File: config.mk
export PLATFORM = sky130hd
export DESIGN_NAME = telnet_command_stripper_unit
export DESIGN_NICKNAME = d
export VERILOG_FILES = /design/src/tcs_pkg.sv /design/src/tcs_decoder.sv /design/src/telnet_command_stripper_unit.sv
export SDC_FILE = /design/constraint.sdc
export NUM_CORES = 1
export LEC_CHECK = 0
export ABC_AREA = 1
export BUFFER_PORTS_ARGS = -buffer_cell sky130_fd_sc_hd__buf_4
export CORE_MARGIN = 3
export CORE_UTILIZATION = 43
export DETAILED_ROUTE_END_ITERATION = 10
export PLACE_DENSITY = 0.75
export SKIP_CTS_REPAIR_TIMING = 1
export SLEW_MARGIN = 20
export SYNTH_ARGS = -nofsm -noshare
export SYNTH_HDL_FRONTEND = slang
export SYNTH_SLANG_ARGS = --single-unit
File: constraint.sdc
create_clock -name clock -period 3.2 [get_ports clock]
set_input_delay 0.32 -clock clock [delete_from_list [all_inputs] [get_ports clock]]
set_output_delay 0.32 -clock clock [all_outputs]
set_load 0.01 [all_outputs]
File: src/tcs_pkg.sv
// Telnet command stripper: shared types and telnet command codes.
// No dependencies; used by tcs_decoder and telnet_command_stripper_unit.
package tcs_pkg;

   // Telnet command bytes
   localparam logic [7:0] IAC  = 8'd255;
   localparam logic [7:0] DONT = 8'd254;
   localparam logic [7:0] DO   = 8'd253;
   localparam logic [7:0] WONT = 8'd252;
   localparam logic [7:0] WILL = 8'd251;
   localparam logic [7:0] SB   = 8'd250;
   localparam logic [7:0] GA   = 8'd249;
   localparam logic [7:0] EC   = 8'd247;
   localparam logic [7:0] AYT  = 8'd246;
   localparam logic [7:0] NOP  = 8'd241;
   localparam logic [7:0] SE   = 8'd240;
   localparam logic [7:0] BACKSPACE = 8'h08;

   // Destination of a result
   localparam logic DEST_TERMINAL = 1'b0;
   localparam logic DEST_PEER     = 1'b1;

   typedef enum logic [1:0] {
      PH_DATA   = 2'd0,
      PH_IAC    = 2'd1,
      PH_OPTION = 2'd2
   } phase_type;

   // Outcome of one received byte
   typedef struct packed {
      phase_type  next_phase;
      logic       next_sub;
      logic       emit;
      logic       dest_kind;
      logic [7:0] out_byte;
   } step_type;

endpackage

File: src/tcs_decoder.sv
// Telnet command stripper: per-byte parser decision (next state and result).
// Depends on tcs_pkg.
module tcs_decoder (
   input  tcs_pkg::phase_type phase,
   input  logic               in_sub,
   input  logic [7:0]         rx_byte,
   output tcs_pkg::step_type  step
);
   import tcs_pkg::*;

   always_comb begin
      step            = '0;
      step.next_phase = PH_DATA;
      step.next_sub   = in_sub;
      step.emit       = 1'b0;
      step.dest_kind  = DEST_TERMINAL;
      step.out_byte   = rx_byte;
      case (phase)
         PH_OPTION: begin
            // option byte swallowed, whatever it is
         end
         PH_IAC: begin
            if (in_sub && (rx_byte != SE)) begin
               step.emit      = 1'b1;
               step.dest_kind = DEST_PEER;
            end else begin
               case (rx_byte)
                  IAC: begin
                     step.emit = 1'b1;
                  end
                  WILL, WONT, DO, DONT: begin
                     step.next_phase = PH_OPTION;
                  end
                  SB: begin
                     step.next_sub = 1'b1;
                  end
                  SE: begin
                     step.next_sub = 1'b0;
                  end
                  EC: begin
                     step.emit     = 1'b1;
                     step.out_byte = BACKSPACE;
                  end
                  NOP, GA, AYT: begin
                     // known commands with no effect here
                  end
                  default: begin
                  end
               endcase
            end
         end
         default: begin
            if (rx_byte == IAC) begin
               step.next_phase = PH_IAC;
            end else if (!in_sub) begin
               step.emit = 1'b1;
            end
         end
      endcase
   end

endmodule

File: src/telnet_command_stripper_unit.sv
// Telnet command stripper, top level: request/result handshakes, parser state.
// A kept byte appears on rsp_ in the cycle after its request is taken.
// Throughput: one request per cycle; a single output register parts the sides,
// so req_ready is low only while a result waits and rsp_ready is low.
// Reset (synchronous, active high): plain data phase, out of subnegotiation,
// output register empty.
module telnet_command_stripper_unit (
   input  logic       clock,
   input  logic       reset,
   input  logic       req_valid,
   output logic       req_ready,
   input  logic [7:0] req_rx_byte,
   output logic       rsp_valid,
   input  logic       rsp_ready,
   output logic       rsp_dest_kind,
   output logic [7:0] rsp_out_byte
);
   import tcs_pkg::*;

   // Parser state
   phase_type  phase_ff, phase_in;
   logic       sub_ff, sub_in;

   // Result register
   logic       rsp_valid_ff, rsp_valid_in;
   logic       rsp_kind_ff, rsp_kind_in;
   logic [7:0] rsp_byte_ff, rsp_byte_in;

   step_type   step;
   logic       req_fire;

   // Room in the result register if empty or being drained this cycle
   assign req_ready = !rsp_valid_ff || rsp_ready;
   assign req_fire  = req_valid && req_ready;

   tcs_decoder u_decoder (
      .phase   (phase_ff),
      .in_sub  (sub_ff),
      .rx_byte (req_rx_byte),
      .step    (step)
   );

   // Next state and result register loading
   always_comb begin
      phase_in     = phase_ff;
      sub_in       = sub_ff;
      rsp_valid_in = rsp_valid_ff;
      rsp_kind_in  = rsp_kind_ff;
      rsp_byte_in  = rsp_byte_ff;
      if (rsp_ready) begin
         rsp_valid_in = 1'b0;
      end
      if (req_fire) begin
         phase_in = step.next_phase;
         sub_in   = step.next_sub;
         if (step.emit) begin
            rsp_valid_in = 1'b1;
            rsp_kind_in  = step.dest_kind;
            rsp_byte_in  = step.out_byte;
         end
      end
   end

   always_ff @(posedge clock) begin
      if (reset) begin
         phase_ff     <= PH_DATA;
         sub_ff       <= 1'b0;
         rsp_valid_ff <= 1'b0;
      end else begin
         phase_ff     <= phase_in;
         sub_ff       <= sub_in;
         rsp_valid_ff <= rsp_valid_in;
      end
   end

   // Payload: no reset needed
   always_ff @(posedge clock) begin
      rsp_kind_ff <= rsp_kind_in;
      rsp_byte_ff <= rsp_byte_in;
   end

   assign rsp_valid     = rsp_valid_ff;
   assign rsp_dest_kind = rsp_kind_ff;
   assign rsp_out_byte  = rsp_byte_ff;

   // Option phase is only entered from outside subnegotiation
   assert property (@(posedge clock) disable iff (reset)
      (phase_ff == PH_OPTION) |-> !sub_ff)
      else $error("option phase reached inside subnegotiation");

   // A pending reply to the peer implies we are still in subnegotiation
   assert property (@(posedge clock) disable iff (reset)
      (rsp_valid_ff && (rsp_kind_ff == DEST_PEER)) |-> sub_ff)
      else $error("peer reply pending outside subnegotiation");

   // Plain data outside subnegotiation passes straight through
   assert property (@(posedge clock) disable iff (reset)
      (req_fire && (phase_ff == PH_DATA) && !sub_ff && (req_rx_byte != IAC))
      |=> (rsp_valid_ff && (rsp_kind_ff == DEST_TERMINAL)
           && (rsp_byte_ff == $past(req_rx_byte))))
      else $error("data byte not passed through");

   // Nothing taken while a stalled result still waits
   assert property (@(posedge clock) disable iff (reset)
      (rsp_valid_ff && !rsp_ready) |-> !req_ready)
      else $error("request taken over a stalled result");

endmodule

; ---- After elaboration in Yosys (flattened, before gate mapping)
; Cells that the tools add are included.
; W data, S select, Z words.
[totals]
reg_bits = 13
latch_bits = 0
mem_bits_rw = 0
mem_bits_ro = 0
input_bits = 12
out_inout_bits = 11
elab_cells = 43
memories = 0
[classes]
n_addsub = 0
mul = 0
div = 0
order_cmp = 0
eq_ne = 11
shifts = 0
muxes = 17
n_bitwise = 1
n_reduce_logical = 9
[ops]
columns = operator, n
row1 = $eq A8 B8 Y1 const B, 8
row2 = $mux W8, 3
row3 = $mux W1, 9
row4 = $ne A8 B8 Y1 const B, 1
row5 = $pmux W1 S2, 2
row6 = $pmux W2 S2, 1
row7 = $reduce_and A4 Y1, 1
row8 = $reduce_or A4 Y1, 1
row9 = $mux W3, 1
row10 = $eq A2 B1 Y1 const B, 1
row11 = $eq A2 B2 Y1 const B, 1
row12 = $logic_and A1 B1 Y1, 2
row13 = $mux W2, 1
row14 = $reduce_and A2 Y1, 1
row15 = $reduce_bool A2 Y1, 1
row16 = $reduce_or A2 Y1, 1
row17 = $logic_not A1 Y1, 1
row18 = $logic_or A1 B1 Y1, 1
row19 = $not A1 Y1, 1

; ---- Logic depth before layout (Yosys ltp)
[logic_depth]
ltp_word = 7
ltp_mapped = 10
depth_no_buf = 10

; ---- Modules after synthesis
; A second synthesis with hierarchy kept.
[unflattened]
hier_cells = 99
area_unflattened_um2 = 757.0
[modules_own_cells]
columns = module, instances, cells_each, area_each_um2, seq_area_each_um2
row1 = telnet_command_stripper_unit, 1, 39, 475.5, 350.3
row2 = tcs_decoder, 1, 60, 281.5, 0.0

; ---- Worst setup path before layout
; No wires, ideal clock.
[synth_timing]
path_kind = register to register
from = reg phase_ff[1]
to = reg rsp_kind_ff, in the netlist rsp_dest_kind, enable pin
setup_ps = 329
arrival_time_ps = 1129
required_time_ps = 2871
path_slack_ps = 1742
path_stages_with_launch = 8
path_cell_list = dfxtp_1 -> inv_1 -> ha_1 -> nor2_1 -> nand2_1 -> nand2_1 -> nand2_2 -> inv_1
[synth_via]
elab_chain_len = 3
[synth_lines]
columns = item, line
row1 = start: declaration, telnet_command_stripper_unit.sv:21  ; phase_type phase_ff, phase_in;
row2 = start signal: assignment, telnet_command_stripper_unit.sv:70  ; phase_ff <= phase_in;
row3 = $eq A2 B1 Y1 or $eq A2 B2 Y1 (tied branches), tcs_decoder.sv:18  ; case (phase)
row4 = $pmux W1 S2 *, tcs_decoder.sv:18
row5 = $reduce_and A2 Y1 (no line) *, n/a
row6 = end signal: assignment, telnet_command_stripper_unit.sv:78  ; rsp_kind_ff <= rsp_kind_in;
row7 = end: declaration, telnet_command_stripper_unit.sv:26  ; logic rsp_kind_ff, rsp_kind_in;
; Every way passes the cells marked *; elsewhere a longest branch is shown, timed or not.
; A chain may end at the register's enable or synchronous reset.

; ---- Final worst setup path
[layout_timing]
from = reg phase_ff[1]
to = reg rsp_byte_ff[1], in the netlist rsp_out_byte[1], enable pin
[layout_via]
elab_chain_len = 3
[layout_lines]
columns = item, line
row1 = $eq A2 B1 Y1 or $eq A2 B2 Y1 (tied branches), tcs_decoder.sv:18
row2 = $pmux W1 S2 *, tcs_decoder.sv:18
row3 = $reduce_and A2 Y1 (no line) *, n/a
row4 = end signal: assignment, telnet_command_stripper_unit.sv:79  ; rsp_byte_ff <= rsp_byte_in;
row5 = end: declaration, telnet_command_stripper_unit.sv:27  ; logic [7:0] rsp_byte_ff, rsp_byte_in;
; Marks and branches as above.

==> run summary <==
Area share of the leading cell type in the synthesized netlist = 0.399
Largest net degree at the start of global routing = 10
Core Rows = 13
Share of final-layout standard cells stronger than drive strength 1 = 0.362
Final Wtd Congestion = 0.824
Number of sinks handled by clock tree synthesis = 13
Final Routed Wirelength = 1.33 mm
Area overhead of the layout relative to synthesis = 31.1%
Slack of the worst reg-to-reg path = 1.60 ns
Result of the run = complete, no violations
Element type at the critical path start = flop
Unrepaired setup endpoints after global routing = no
Cell area after synthesis = 677 µm²
Tmin final = 1.60 ns
Slew Limit Fails = 0
Clock-pin slew on the worst setup and hold paths = 0.08 ns
Wire length of the first global-routing pass = 2.03 mm
Number of buffers added by the clock tree synthesis step = 3
Vias per cell = 4.48
Endpoint with the worst hold slack = rsp_valid
Seq/Total Area, Yosys = 0.518
H-tree depth reported by CTS = 1
Initial Utilization = 0.490
Average instance area after synthesis = 8.57 µm²
TritonCTS clock tree = done
Worst slew margin relative to its limit = 0.786
Total core area = 1380 µm²
Worst min-delay path startpoint = reset
Total power per unit cell area = 412 nW/µm²
Crit-path slowest cell = dfxtp_1
Root buf cell = clkbuf_4
Number of max-cap violations = 0
Post-layout net count = 119
Die Span Y = 45.7 µm
Clock Path Buffers = 2
Worst-case vdd ir drop = 204 µV
Largest stage delay on the critical path = 0.33 ns
Type of the setup path with the least slack = flop to flop
Aggregate global-route resource usage = 0.142
Required time of the critical path = 3.15 ns
Count of endpoints failing setup in the final report = 0
Worst setup slack after layout = 1.60 ns
Cell count after synthesis = 79
YS warnings = 0
Ant diodes = 0
Crit-path leading delay family = simple AND/OR/NAND/NOR gates
Worst min-delay path category = input pin to flop
Count of cells along the worst register-to-register path = 7
Setup total negative slack = 0 ns
Slew at the pin closest to its max-slew limit = 0.320 ns
Count of routing violations after the opening detailed-route iteration = 5
Average wire per cell in the routed design = 11.1 µm
Worst setup EP type = flop
Final HPWL DP = 1.02 mm
Endpoints failing hold = 0
Via count of the first global-routing pass = 483
Cells traversed along the worst timing path = inv_1, ha_1, nor2_1, nand2_1, nand2_1, nand2_2, inv_1
Endpoint of the worst register-to-register path = rsp_out_byte[1]
Largest area contributor in the synthesized netlist = edfxtp_1
Startpoint of the worst register-to-register path = phase_ff[1]
Remaining antenna violation count after routing = 0
Worst setup slack after placement = 1.55 ns
Initial antenna violation count = 0
Arrival time worst endpoint = 1.55 ns
Dominant cell by count in the synthesized netlist = inv_1
Post-synth top cells = inv_1 (15), nor2_1 (14), nand2_1 (12)
Post-layout utilization of the core = 0.642
Placement-stage cell area = 861 µm²
Leakage power summed over all cells = 0.438 nW
Layout Cell Area excl Fill = 887 µm²
Cells on Worst Hold Path = 2
Chip width = 45.7 µm
Number of synthesized flops with an enable pin = 9
Die outline area = 2090 µm²
Worst slack on hold paths = 0.195 ns
Maximum clock skew at final layout = 0.00684 ns
Achievable clock frequency = 0.626 GHz
DRC = 0
Main flop type after synthesis = edfxtp_1
Number of top-level design ports = 23
First-pass detailed-route iteration total = 3
Total gr overflow = 0
Count of vias placed by the detailed router = 537
Synthesized Nets = 92
Register bit count reported by yosys = 13
Critical path buffers and inverters = 2
Post-synthesis async set-or-reset flop share = 0
Number of distinct standard cells referenced by the synthesized netlist = 20
PortBufs = 22
Clock latency reported for the late side of the worst-skew pair = 0.28 ns
Period Utilization, post-route = 0.499
Synth top area cells = edfxtp_1 (40%), dfxtp_1 (12%), inv_1 (8.3%), nor2_1 (7.8%), nand2_1 (6.7%)
CP max FO = 9
## worst register-to-register path: stages (launching register included)
cell,delay (ns)
dfxtp_1,0.33
inv_1,0.04
ha_1,0.30
nor2_1,0.15
nand2_1,0.06
nand2_1,0.07
nand2_2,0.06
inv_1,0.26
## where the power goes
group           total, W  internal (W)  switching [W]
clock           0.000102     0.0000484      0.0000531
sequential      0.000197      0.000193     0.00000377
combinational  0.0000667     0.0000307      0.0000360
total           0.000365      0.000272      0.0000929
## how the worst max path moves through the flow
stage	startpoint	end	cells past startpoint
floorplan	phase_ff[1]	rsp_dest_kind	7
global placement	req_rx_byte[3]	rsp_out_byte[0]	10
detailed placement	req_rx_byte[3]	rsp_out_byte[1]	10
CTS	phase_ff[1]	rsp_out_byte[0]	7
global route	phase_ff[1]	rsp_out_byte[1]	7
finish	phase_ff[1]	rsp_out_byte[1]	7
## flip-flops by register name, summed over array words and instances (netlist names)
register	count
rsp_dest_kind	1
sub_ff	1
rsp_out_byte	8
phase_ff	2
rsp_valid	1
## area by class of cell
| class | instances | area, µm² |
|---|---|---|
| inverter | 16 | 60.1 |
| timing repair buffer | 22 | 165 |
| sequential | 13 | 350 |
| tap | 15 | 18.8 |
| clock buffer | 4 | 26.3 |
| fill | 116 | 495 |
| multi-input combinational | 50 | 267 |
## per-stage QoR
stage                     power (W)  std cells
after floorplan            0.000235         79
after global placement     0.000266        116
after detailed placement   0.000269        116
after CTS                  0.000373        120
after global routing       0.000384        120
final                      0.000365        120
## placed cells by master, fill, tap and decap left out
master and instances:
a21oi_1 3, a21oi_2 1, a41oi_1 1, buf_4 22, clkbuf_1 1, clkbuf_4 3
dfxtp_1 4, edfxtp_1 9, ha_1 1, inv_1 15, inv_2 1, nand2_1 12
nand2_2 6, nand2_4 1, nand3_1 1, nand4_1 1, nand4_2 1, nor2_1 14
nor2_2 2, nor2_4 1, o21ai_0 3, o21ai_1 1, o31ai_1 1
## layer usage
metal | track usage | share of wire
met3 | 0.0593 | 0.093
met2 | 0.242 | 0.47
met1 | 0.155 | 0.43
met5 | 0 | 0
met4 | 0.0526 | 0.014
## logic make-up (layout without fill, tap and decap cells)
kind of cell	Yosys count	after routing	synth area share
AO/OA/AOI/OAI	10	10	0.0887
adder cells (fa/ha/maj)	1	1	0.0185
AND/OR/NAND/NOR	39	39	0.286
buffers and inverters	16	42	0.0887
flip-flops	13	13	0.518
Power figures use the tool's default switching activity.
